===== config.mk =====
export PLATFORM = sky130hd
export DESIGN_NAME = rational_arith_reduce_unit_flat
export DESIGN_NICKNAME = d
export VERILOG_FILES = /design/src/rar_pkg.sv /design/src/rar_if.sv /design/src/rar_reduce.sv /design/src/rational_arith_reduce_unit.sv /design/src/flat_wrapper.sv
export SDC_FILE = /design/constraint.sdc
export NUM_CORES = 2
export LEC_CHECK = 0
export ABC_AREA = 1
export BUFFER_PORTS_ARGS = -buffer_cell sky130_fd_sc_hd__buf_2
export CAP_MARGIN = 20
export CELL_PAD_IN_SITES_DETAIL_PLACEMENT = 1
export CELL_PAD_IN_SITES_GLOBAL_PLACEMENT = 1
export CORE_MARGIN = 4
export CORE_UTILIZATION = 41
export DETAILED_ROUTE_END_ITERATION = 6
export PLACE_DENSITY = 0.75
export RECOVER_POWER = 50
export SYNTH_ARGS = -nofsm -noshare
export SYNTH_HDL_FRONTEND = slang
export SYNTH_SLANG_ARGS = --single-unit

===== constraint.sdc =====
create_clock -name clk -period 7.4 [get_ports clk]
set_input_delay 0 -clock clk [delete_from_list [all_inputs] [get_ports clk]]
set_output_delay 0 -clock clk [all_outputs]
set_load 0.005 [all_outputs]

===== src/rar_pkg.sv =====
// Shared types and constants for the rational arithmetic reduce unit.
`default_nettype none
package rar_pkg;
	localparam int VALUE_BITS = 16;
	localparam int NUM_W  = VALUE_BITS;
	localparam int DEN_W  = VALUE_BITS - 1;
	localparam int RNUM_W = 2 * VALUE_BITS;
	localparam int RDEN_W = 2 * VALUE_BITS - 2;
	localparam int ACC_W  = 2 * VALUE_BITS + 2;
	localparam int GCD_W  = 2 * VALUE_BITS;
	localparam int MCNT_W = $clog2(NUM_W);
	localparam int DCNT_W = $clog2(GCD_W);
	localparam int SHF_W  = $clog2(GCD_W);

	typedef logic [1:0] mode_t;
	localparam mode_t MODE_ADD = 2'd0;
	localparam mode_t MODE_SUB = 2'd1;
	localparam mode_t MODE_MUL = 2'd2;
	localparam mode_t MODE_DIV = 2'd3;

	// request into the reduction unit
	typedef struct packed {
		logic             start;
		logic [GCD_W-1:0] mag;
		logic [GCD_W-1:0] den;
	} red_req_t;

	// reply from the reduction unit
	typedef struct packed {
		logic             done;
		logic [GCD_W-1:0] quo_num;
		logic [GCD_W-1:0] quo_den;
	} red_rsp_t;
endpackage
`default_nettype wire


===== src/rar_if.sv =====
// Request channel interfaces for operands and results.
`default_nettype none
interface rar_in_if import rar_pkg::*; ();
	logic              valid;
	logic              ready;
	mode_t             mode;
	logic signed [NUM_W-1:0] a_num;
	logic [DEN_W-1:0]  a_den;
	logic signed [NUM_W-1:0] b_num;
	logic [DEN_W-1:0]  b_den;
	modport source (output valid, mode, a_num, a_den, b_num, b_den, input ready);
	modport sink   (input valid, mode, a_num, a_den, b_num, b_den, output ready);
endinterface

interface rar_out_if import rar_pkg::*; ();
	logic               valid;
	logic               ready;
	logic signed [RNUM_W-1:0] res_num;
	logic [RDEN_W-1:0]  res_den;
	logic               zero_divide;
	modport source (output valid, res_num, res_den, zero_divide, input ready);
	modport sink   (input valid, res_num, res_den, zero_divide, output ready);
endinterface
`default_nettype wire


===== src/rar_reduce.sv =====
// Binary GCD and bit-serial restoring divide of a fraction by its GCD.
`default_nettype none
module rar_reduce import rar_pkg::*; (
	input  wire logic     clk,
	input  wire logic     arst_n,
	input  wire red_req_t req,
	output red_rsp_t      rsp
);
	localparam logic [2:0] R_IDLE = 3'd0;
	localparam logic [2:0] R_TWO  = 3'd1;
	localparam logic [2:0] R_GCD  = 3'd2;
	localparam logic [2:0] R_SHL  = 3'd3;
	localparam logic [2:0] R_DIV  = 3'd4;
	localparam logic [2:0] R_DONE = 3'd5;

	logic [2:0]        state_q;
	logic [GCD_W-1:0]  u_q, v_q, g_q, x_q, y_q, remx_q, remy_q;
	logic [SHF_W-1:0]  k_q;
	logic [DCNT_W-1:0] cnt_q;
	logic [GCD_W-1:0]  remx_sh, remy_sh;
	logic              qx, qy;

	assign remx_sh = {remx_q[GCD_W-2:0], x_q[GCD_W-1]};
	assign remy_sh = {remy_q[GCD_W-2:0], y_q[GCD_W-1]};
	assign qx = (remx_sh >= g_q);
	assign qy = (remy_sh >= g_q);

	always_ff @(posedge clk or negedge arst_n) begin
		if (!arst_n) begin
			state_q <= R_IDLE;
			cnt_q   <= '0;
			k_q     <= '0;
		end else begin
			case (state_q)
				R_IDLE: begin
					if (req.start) begin
						state_q <= R_TWO;
						k_q     <= '0;
					end
				end
				R_TWO: if (u_q[0] || v_q[0]) state_q <= R_GCD;
				else k_q <= k_q + 1'b1;
				R_GCD: if (u_q == '0) state_q <= R_SHL;
				R_SHL: begin
					if (k_q == '0) begin
						state_q <= R_DIV;
						cnt_q   <= '0;
					end else begin
						k_q <= k_q - 1'b1;
					end
				end
				R_DIV: begin
					cnt_q <= cnt_q + 1'b1;
					if (cnt_q == DCNT_W'(GCD_W - 1)) state_q <= R_DONE;
				end
				R_DONE: state_q <= R_IDLE;
				default: state_q <= R_IDLE;
			endcase
		end
	end

	always_ff @(posedge clk) begin
		case (state_q)
			R_IDLE: begin
				u_q <= req.mag;
				v_q <= req.den;
				x_q <= req.mag;
				y_q <= req.den;
			end
			R_TWO: if (!(u_q[0] || v_q[0])) begin
				u_q <= u_q >> 1;
				v_q <= v_q >> 1;
			end
			R_GCD: begin
				if (u_q == '0) g_q <= v_q;
				else if (!u_q[0]) u_q <= u_q >> 1;
				else if (!v_q[0]) v_q <= v_q >> 1;
				else if (u_q >= v_q) u_q <= u_q - v_q;
				else v_q <= v_q - u_q;
				remx_q <= '0;
				remy_q <= '0;
			end
			R_SHL: if (k_q != '0) g_q <= g_q << 1;
			R_DIV: begin
				remx_q <= qx ? remx_sh - g_q : remx_sh;
				remy_q <= qy ? remy_sh - g_q : remy_sh;
				x_q    <= {x_q[GCD_W-2:0], qx};
				y_q    <= {y_q[GCD_W-2:0], qy};
			end
			default: ;
		endcase
	end

	assign rsp.done    = (state_q == R_DONE);
	assign rsp.quo_num = x_q;
	assign rsp.quo_den = y_q;
endmodule
`default_nettype wire


===== src/rational_arith_reduce_unit.sv =====
// Top level: rational add/sub/mul/div with reduction to lowest terms.
// Flow: when the result is 0/1 or the denominator is zero, the reduction is skipped;
// otherwise the result waits for the binary GCD loop (one shift or subtract per cycle)
// and then the bit-serial divide by the GCD.
// Throughput: one request at a time; the next is taken once the result is held.
// Reset: arst_n clears control and the output valid; payload is not reset.
`default_nettype none
module rational_arith_reduce_unit import rar_pkg::*; (
	input wire logic clk,
	input wire logic arst_n,
	rar_in_if.sink   in_ch,
	rar_out_if.source out_ch
);
	localparam logic [2:0] S_IDLE = 3'd0;
	localparam logic [2:0] S_MUL  = 3'd1;
	localparam logic [2:0] S_SUM  = 3'd2;
	localparam logic [2:0] S_FIX  = 3'd3;
	localparam logic [2:0] S_RED  = 3'd4;
	localparam logic [2:0] S_OUT  = 3'd5;

	logic [2:0]        state_q;
	mode_t             mode_q;
	logic              zdiv_q, neg_q;
	// three shift-add multipliers, one multiplier bit per cycle
	logic [ACC_W-1:0]  mca_q, mcb_q, mcd_q, acca_q, accb_q, accd_q;
	logic [NUM_W-1:0]  sra_q, srb_q, srd_q;
	logic [MCNT_W-1:0] cnt_q;
	logic [ACC_W-1:0]  n_q, d_q;
	logic [RNUM_W-1:0] rnum_q;
	logic [RDEN_W-1:0] rden_q;
	logic              out_valid_q;
	logic signed [RNUM_W-1:0] out_num_q;
	logic [RDEN_W-1:0] out_den_q;
	logic              out_zd_q;

	logic              last_bit, d_nonpos, accept, out_load;
	logic [ACC_W-1:0]  n_neg, n_mag, d_pos;
	red_req_t          red_req;
	red_rsp_t          red_rsp;

	// one partial product; the sign bit of the serial operand weighs negative
	function automatic logic [ACC_W-1:0] mac(input logic [ACC_W-1:0] acc,
		input logic [ACC_W-1:0] mc, input logic b, input logic last);
		if (!b) return acc;
		return last ? acc - mc : acc + mc;
	endfunction

	assign accept   = in_ch.valid && in_ch.ready;
	assign last_bit = (cnt_q == MCNT_W'(NUM_W - 1));
	assign d_nonpos = d_q[ACC_W-1] || (d_q == '0);
	assign n_neg    = -n_q;
	assign n_mag    = n_q[ACC_W-1] ? n_neg : n_q;
	assign d_pos    = d_nonpos ? -d_q : d_q;
	// output register takes a new result when empty or being drained
	assign out_load = (state_q == S_OUT) && (!out_valid_q || out_ch.ready);

	assign red_req.start = (state_q == S_FIX) && (d_q != '0) && (n_q != '0);
	assign red_req.mag   = n_mag[GCD_W-1:0];
	assign red_req.den   = d_pos[GCD_W-1:0];

	rar_reduce u_reduce (
		.clk    (clk),
		.arst_n (arst_n),
		.req    (red_req),
		.rsp    (red_rsp)
	);

	always_ff @(posedge clk or negedge arst_n) begin
		if (!arst_n) begin
			state_q     <= S_IDLE;
			cnt_q       <= '0;
			out_valid_q <= 1'b0;
		end else begin
			if (out_load) out_valid_q <= 1'b1;
			else if (out_ch.valid && out_ch.ready) out_valid_q <= 1'b0;
			case (state_q)
				S_IDLE: if (accept) begin
					state_q <= S_MUL;
					cnt_q   <= '0;
				end
				S_MUL: begin
					cnt_q <= cnt_q + 1'b1;
					if (last_bit) state_q <= S_SUM;
				end
				S_SUM: state_q <= S_FIX;
				S_FIX: state_q <= red_req.start ? S_RED : S_OUT;
				S_RED: if (red_rsp.done) state_q <= S_OUT;
				S_OUT: if (out_load) state_q <= S_IDLE;
				default: state_q <= S_IDLE;
			endcase
		end
	end

	always_ff @(posedge clk) begin
		case (state_q)
			S_IDLE: begin
				mode_q <= in_ch.mode;
				zdiv_q <= (in_ch.mode == MODE_DIV) && (in_ch.b_num == '0);
				mca_q  <= ACC_W'(in_ch.a_num);
				mcb_q  <= ACC_W'(in_ch.b_num);
				mcd_q  <= {{(ACC_W-DEN_W){1'b0}}, in_ch.a_den};
				sra_q  <= (in_ch.mode == MODE_MUL) ? in_ch.b_num : {1'b0, in_ch.b_den};
				srb_q  <= (in_ch.mode == MODE_ADD || in_ch.mode == MODE_SUB) ?
					{1'b0, in_ch.a_den} : '0;
				srd_q  <= (in_ch.mode == MODE_DIV) ? in_ch.b_num : {1'b0, in_ch.b_den};
				acca_q <= '0;
				accb_q <= '0;
				accd_q <= '0;
			end
			S_MUL: begin
				acca_q <= mac(acca_q, mca_q, sra_q[0], last_bit);
				accb_q <= mac(accb_q, mcb_q, srb_q[0], last_bit);
				accd_q <= mac(accd_q, mcd_q, srd_q[0], last_bit);
				mca_q  <= mca_q << 1;
				mcb_q  <= mcb_q << 1;
				mcd_q  <= mcd_q << 1;
				sra_q  <= sra_q >> 1;
				srb_q  <= srb_q >> 1;
				srd_q  <= srd_q >> 1;
			end
			S_SUM: begin
				n_q <= (mode_q == MODE_SUB) ? acca_q - accb_q : acca_q + accb_q;
				d_q <= accd_q;
			end
			S_FIX: begin
				// result sign flips when the denominator was negative
				neg_q <= n_q[ACC_W-1] ^ d_q[ACC_W-1];
				if (d_q == '0) begin
					// zero denominator: negated numerator over zero
					rnum_q <= n_neg[RNUM_W-1:0];
					rden_q <= '0;
				end else begin
					rnum_q <= '0;
					rden_q <= RDEN_W'(1);
				end
			end
			S_RED: if (red_rsp.done) begin
				rnum_q <= neg_q ? -red_rsp.quo_num : red_rsp.quo_num;
				rden_q <= red_rsp.quo_den[RDEN_W-1:0];
			end
			S_OUT: if (out_load) begin
				out_num_q <= rnum_q;
				out_den_q <= rden_q;
				out_zd_q  <= zdiv_q;
			end
			default: ;
		endcase
	end

	assign in_ch.ready        = (state_q == S_IDLE);
	assign out_ch.valid       = out_valid_q;
	assign out_ch.res_num     = out_num_q;
	assign out_ch.res_den     = out_den_q;
	assign out_ch.zero_divide = out_zd_q;
endmodule
`default_nettype wire


===== src/flat_wrapper.sv =====
// flat-port wrapper written by rule: the top's interface ports become plain ports
module rational_arith_reduce_unit_flat import rar_pkg::*;
  (clk, arst_n, in_ch_valid, in_ch_mode, in_ch_a_num, in_ch_a_den, in_ch_b_num, in_ch_b_den, in_ch_ready, out_ch_valid, out_ch_res_num, out_ch_res_den, out_ch_zero_divide, out_ch_ready);
  rar_in_if in_ch_i ();
  rar_out_if out_ch_i ();
  input wire logic clk;
  input wire logic arst_n;
  input wire logic [$bits(in_ch_i.valid)-1:0] in_ch_valid;
  input wire logic [$bits(in_ch_i.mode)-1:0] in_ch_mode;
  input wire logic [$bits(in_ch_i.a_num)-1:0] in_ch_a_num;
  input wire logic [$bits(in_ch_i.a_den)-1:0] in_ch_a_den;
  input wire logic [$bits(in_ch_i.b_num)-1:0] in_ch_b_num;
  input wire logic [$bits(in_ch_i.b_den)-1:0] in_ch_b_den;
  output wire logic [$bits(in_ch_i.ready)-1:0] in_ch_ready;
  output wire logic [$bits(out_ch_i.valid)-1:0] out_ch_valid;
  output wire logic [$bits(out_ch_i.res_num)-1:0] out_ch_res_num;
  output wire logic [$bits(out_ch_i.res_den)-1:0] out_ch_res_den;
  output wire logic [$bits(out_ch_i.zero_divide)-1:0] out_ch_zero_divide;
  input wire logic [$bits(out_ch_i.ready)-1:0] out_ch_ready;
  assign in_ch_i.valid = in_ch_valid;
  assign in_ch_i.mode = in_ch_mode;
  assign in_ch_i.a_num = in_ch_a_num;
  assign in_ch_i.a_den = in_ch_a_den;
  assign in_ch_i.b_num = in_ch_b_num;
  assign in_ch_i.b_den = in_ch_b_den;
  assign in_ch_ready = in_ch_i.ready;
  assign out_ch_valid = out_ch_i.valid;
  assign out_ch_res_num = out_ch_i.res_num;
  assign out_ch_res_den = out_ch_i.res_den;
  assign out_ch_zero_divide = out_ch_i.zero_divide;
  assign out_ch_i.ready = out_ch_ready;
  rational_arith_reduce_unit u_core (.clk(clk), .arst_n(arst_n), .in_ch(in_ch_i), .out_ch(out_ch_i));
endmodule

# After elaboration in Yosys (flattened, before gate mapping)
# Index checks and enable logic that the tools add are counted.
[totals] register_bits=692 in_bits=68
[classes] add_sub_neg=19 order_cmp=3 n_eq_ne=36 muxes=77 bitwise=1 n_reduce_logical=45
[op_table] op="$mux 32" n=17
[op_table] op="$pmux 34 s2" n=6
[op_table] op="$pmux 32 s2" n=4
[op_table] op="$mux 34" n=7
[op_table] op="$pmux 32 s3" n=2
[op_table] op="$add 34x34->34" n=4
[op_table] op="$sub 34x34->34" n=4
[op_table] op="$pmux 31 s2" n=2
[op_table] op="$ge 32x32->1" n=3
[op_table] op="$neg 32->32" n=3
[op_table] op="$pmux 16 s2" n=3
[op_table] op="$reduce_bool 34->1" n=2
[op_table] op="$sub 32x32->32" n=2
[op_table] op="$mux 31" n=2
[op_table] op="$sub 31x31->31" n=2
[op_table] op="$pmux 30 s2" n=1
[op_table] op="$logic_not 34->1" n=1
[op_table] op="$logic_not 32->1" n=1
[op_table] op="$mux 16" n=2
[op_table] op="$mux 30" n=1
[op_table] op="$mux 3" n=9
[op_table] op="$mux 5" n=4
[op_table] op="$ne 2x2->1 const B" n=10
[op_table] op="$pmux 3 s6" n=1
[op_table] op="other kinds (35)" n=88

# Logic depth before layout (Yosys ltp)
[logic_depth] ltp_word=6 depth_mapped=23

# Modules after synthesis
# From an unflattened synthesis, not the netlist that was laid out.
[hier_totals] hier_cells=7243 hier_area_um2=52416.5
[modules_own_cells] mod="rational_arith_reduce_unit" n_inst=1 cells_per_inst=4365 area_each_um2=32509.9
[modules_own_cells] mod="rar_reduce" n_inst=1 cells_per_inst=2878 area_each_um2=19906.6

# Least setup slack after synthesis
# OpenSTA, ideal clock, no wires.
[synth_timing] kind="register to register" from="reg u_core.u_reduce.state_q[0]" to="reg u_core.u_reduce.remx_q[0], enable pin" arrival_time_ns=5.332 t_required_ns=6.979 setup_slack_ns=1.646 path_stages_with_launch=9 path_buffers=3 period_less_slack_ns=5.754 cell_sequence="dfrtp_1 -> nor2_1 -> inv_2 -> nor2_1 -> buf_2 -> inv_2 -> buf_2 -> buf_2 -> nand2_1"
[synth_via] elab_chain_len=2 word_cells_on_any_way=3 classes_between="eq/ne: 2; reduce/logical: 1"
[synth_lines] element="start, declared" line="rar_reduce.sv:16" rtl="logic [2:0] state_q;"
[synth_lines] element="start signal, assigned" line="rar_reduce.sv:30" rtl="state_q <= R_IDLE;"
[synth_lines] element="start signal, assigned" line="rar_reduce.sv:37" rtl="state_q <= R_TWO;"
[synth_lines] element="start signal, assigned" line="rar_reduce.sv:41" rtl="R_TWO: if (u_q[0] || v_q[0]) state_q <= R_GCD;"
[synth_lines] element="$eq 3x2->1 or $eq 3x3->1 (tied branches)" line="rar_reduce.sv:63" rtl="case (state_q)"
[synth_lines] element="$reduce_bool 2->1 (no source line) (*)"
[synth_lines] element="end signal, assigned" line="rar_reduce.sv:85" rtl="remx_q <= qx ? remx_sh - g_q : remx_sh;"
[synth_lines] element="end, declared" line="rar_reduce.sv:17" rtl="logic [GCD_W-1:0] u_q, v_q, g_q, x_q, y_q, remx_q, remy_q;"
# Mark *: on every way between the ends. The rest lies on a longest branch, timed or not.
# A chain may end at the register's enable or synchronous reset.

# Worst setup path in the final report
[layout_timing] from="reg u_core.u_reduce.state_q[0]" to="reg u_core.u_reduce.x_q[29], data pin"
[layout_via] elab_chain_len=2 word_cells_on_any_way=3 classes_between="eq/ne: 1; mux: 1; reduce/logical: 1"
[layout_lines] element="$eq 3x3->1 or $logic_not 3->1 (tied branches)" line="rar_reduce.sv:63"
[layout_lines] element="$pmux 32 s2 (*)" line="rar_reduce.sv:63"
[layout_lines] element="end signal, assigned" line="rar_reduce.sv:67" rtl="x_q <= req.mag;"
[layout_lines] element="end signal, assigned" line="rar_reduce.sv:87" rtl="x_q <= {x_q[GCD_W-2:0], qx};"
[layout_lines] element="end, declared" line="rar_reduce.sv:17"
# Marks and branches as above.

==> flow_summary.toml <==
[synthesis]
syn_avg_cell_area_sq_um = 7.476
synth-async-reset-ratio = 0.03039
synthXorXnorAreaFrac = 0.04439
synth_compound_area_frac = 0.1356
synthesis.area_sq_um = 51100
ys_seq_elements = 691
synth_edf_count = 670
synth-main-ff-cell = "edfxtp_1"
yosys_warnings = 0
synth_top_family_by_area = "simple AND/OR/NAND/NOR gates"
synth_cell_types = 60
synthAdderAreaFrac = 0.07062
syn_inst = 6835
synth_mux_area_frac = 0
seq_area_frac_synth = 0.4040
synth_simple_gate_area_frac = 0.2629
synthesis.nets = 7186

[setup_path]
crit_slowest_cell = "nor2_1"
cpMostUsedCell = "nor2_1"
worstSetupPathType = "register to register"
crit_chain = "nor2_1 > inv_2 > nor2_1 > clkinv_1 > clkbuf_2 > nand3_1 > o21ai_0"
cp-end-kind = "register"
slowest_delay_ns = 1.27
worstSetupStartpointType = "register"
critPathTopFamily = "simple AND/OR/NAND/NOR gates"
crit_buf_inv = 3
crit_path_max_fanout = 98
required_ns = 7.76
crit_arrival_ns = 5.80

[timing]
timing.fmax_mhz = 183.8
period_needed_ns = 5.440
max-slew-margin-rel = -1.593
setup_viol = 0
setup-tns-final_ns = 0
grt_setup_unrepaired = "no"
max_slew.worst_pin.slew_ns = 3.890
post-route-period-util = 0.7351
finalClockSkew_ns = 0.03568
maxSlewViolCount = 805
hold_viol_final = 0

[cells_and_area]
synthToLayoutAreaGrowth_pct = 11.15
seqCellArea_sq_um = 20640
multiInputGateArea_sq_um = 26250
nFillCells = 15430
drive_gt1_frac = 0.05189
nets = 7355

[floorplanning]
ios = 133
initial_utilization = 0.4128
die_x_microns = 361.0
rows = 129
die_h_microns = 361.0
die_area_sq_um = 130300
core_sq_um = 123800

[drt]
drt-total-wl_mm = 188.1
drc_errors = 0
routedWlPerCell_microns = 21.59
num_vias = 48110
vias_per_cell = 5.522
drt-initial-drc-count = 3696
ant_nets = 0
firstDrtPassIters = 5

[grt]
grt_pass1_wl_mm = 288.9
grt_pass1_vias = 48770
track_usage = 0.2824
grt_max_degree = 138
grt_antenna_before_repair = 6
grt_overflow_total = 0

[worst_hold_path]
hold_path.class = "input pin to register"

[place]
place.gp.congestion = 0.9433
hpwl_mm = 147.4
port_buffers = 132

[clock_tree]
cts_buffer_depth = 3
cts_num_sinks = 691
cts_setup_buffers = 0
htreeDepth = 3
clk_pin_slew_worst_paths_ns = 0.06
clk_latency_ns = 0.72
cts_tree = "done"
root_buffer = "clkbuf_16"
numCtsBuffers = 85

[job]
maxCapViolCount = 17

[run_status]
status = "finished, violations left"
violations = "max-capacitance violations, max-slew violations"
## cell usage after synthesis (30+ instances only)
master,number,share of area
nand3_1,363,0.036
xnor2_1,42,0.0072
nand2_2,30,0.0037
buf_2,36,0.0035
o21ai_1,67,0.0066
a21oi_1,485,0.048
o21ai_0,541,0.053
nand4_1,81,0.0099
inv_1,884,0.065
clkbuf_1,78,0.0057
xor2_1,217,0.037
a31oi_1,53,0.0065
ha_1,274,0.067
edfxtp_1,670,0.39
nor4_1,33,0.0040
nand2_1,1767,0.13
nor2_1,800,0.059
nor3_1,97,0.0095
## worst min-delay path, delay by kind of cell
| family | cells | cell delay [ns] |
|---|---|---|
| buf+inv | 1 | 0.09 |
| simple gates | 2 | 0.60 |
## kinds of logic (layout without fill, tap and decap cells)
group,after synthesis,count (layout)
xor+xnor,259,259
flops,691,691
compound gates,1290,1290
fa+ha+maj,283,283
buf+inv,1071,1309
simple gates,3241,3241
other cells,0,2
## per-layer routing
layer,wire length (microns),up-vias,track usage,share of wire
met5,0,-,0,0
met4,5607,0,0.07680,0.030
met3,9017,270,0.03115,0.048
met2,88040,1186,0.4744,0.47
met1,85440,23550,0.3882,0.45
li1,-,23100,-,-
## what timing repair did
item,4_1_cts,5_1_grt
gates resized for setup,0,0
hold endpoints to repair,130,0
hold buffers,73,0
## sequential cells by signal, indices dropped and copies added (netlist names), 31 cells and up
name	flops
u_core.acca_q	34
u_core.accb_q	34
u_core.accd_q	34
u_core.d_q	34
u_core.mca_q	34
u_core.mcb_q	34
u_core.mcd_q	34
u_core.n_q	34
u_core.out_ch.res_num	32
u_core.rnum_q	32
u_core.u_reduce.g_q	32
u_core.u_reduce.remx_q	31
u_core.u_reduce.remy_q	31
u_core.u_reduce.u_q	32
u_core.u_reduce.v_q	32
u_core.u_reduce.x_q	32
u_core.u_reduce.y_q	32
## cell type report
type / instances / share of cell area
Inverter: 908 / 0.06010
Timing Repair Buffer: 245 / 0.02754
Clock buffer: 100 / 0.03957
Clock inverter: 56 / 0.01086
Sequential cell: 691 / 0.3635
Antenna cell: 2 / 0.00008812
Multi-Input combinational cell: 5073 / 0.4623
Tap cell: 1637 / 0.03606
## through the flow
| step | std cells | hold slack, ns | setup slack (ns) | cell area, sq um | util |
|---|---|---|---|---|---|
| global route | 8710 | 0.1037 | 1.452 | 56790 | 0.4587 |
| floorplan | 6835 | -0.2956 | 1.646 | 51100 | - |
| CTS | 8709 | 0.02979 | 3.333 | 56960 | 0.4601 |
| global placement | 8480 | 0.01084 | 3.513 | 53370 | 0.4311 |
| detailed placement | 8480 | 0.02383 | 3.393 | 53370 | 0.4311 |
| finish | 8712 | 0.09641 | 1.960 | 56790 | 0.4588 |
## final timing paths
check | from | to | slack [ns] | cells past startpoint
max in group asynchronous | arst_n | u_core.u_reduce.state_q[0]$_DFFE_PN0P_ | 5.89 | 4
hold / removal | in_ch_a_num[15] | u_core.mca_q[15]$_DFFE_PP_ | 0.1 | 3
setup reg to reg | u_core.u_reduce.state_q[0]$_DFFE_PN0P_ | u_core.u_reduce.x_q[29]$_DFFE_PP_ | 1.96 | 7
setup / recovery | u_core.u_reduce.state_q[0]$_DFFE_PN0P_ | u_core.u_reduce.x_q[29]$_DFFE_PP_ | 1.96 | 7
min in group asynchronous | arst_n | u_core.state_q[2]$_DFFE_PN0P_ | 0.43 | 3
hold reg to reg | u_core.rden_q[3]$_SDFFCE_PN0P_ | u_core.out_ch.res_den[3]$_DFFE_PP_ | 0.42 | 0
## cell usage in the layout, fill, tap and decap left out, types with 14 or more instances in the layout
master	Yosys	layout
a21o_1	18	18
o211ai_1	16	16
nand2_1	1767	1765
nand3_1	363	363
edfxtp_1	670	670
inv_2	22	21
dlygate4sd3_1	0	73
ha_1	274	274
inv_1	884	883
o22ai_1	14	14
o21ai_1	67	65
a31oi_1	53	53
clkbuf_1	78	76
dfrtp_1	21	21
clkinv_1	2	19
a21oi_2	14	14
o21ai_0	541	543
a21oi_1	485	485
nand2_2	30	31
xor2_1	217	217
nor2_2	15	17
nor3_1	97	97
nand4_1	81	81
nand3_2	14	14
xnor2_1	42	42
nor2_1	800	798
buf_2	36	85
buf_4	14	21
clkbuf_16	0	88
o21bai_1	24	24
nor4_1	33	33
Power is not shown: default switching activity piles up to over one toggle a cycle in this logic, so the estimate is an artifact.
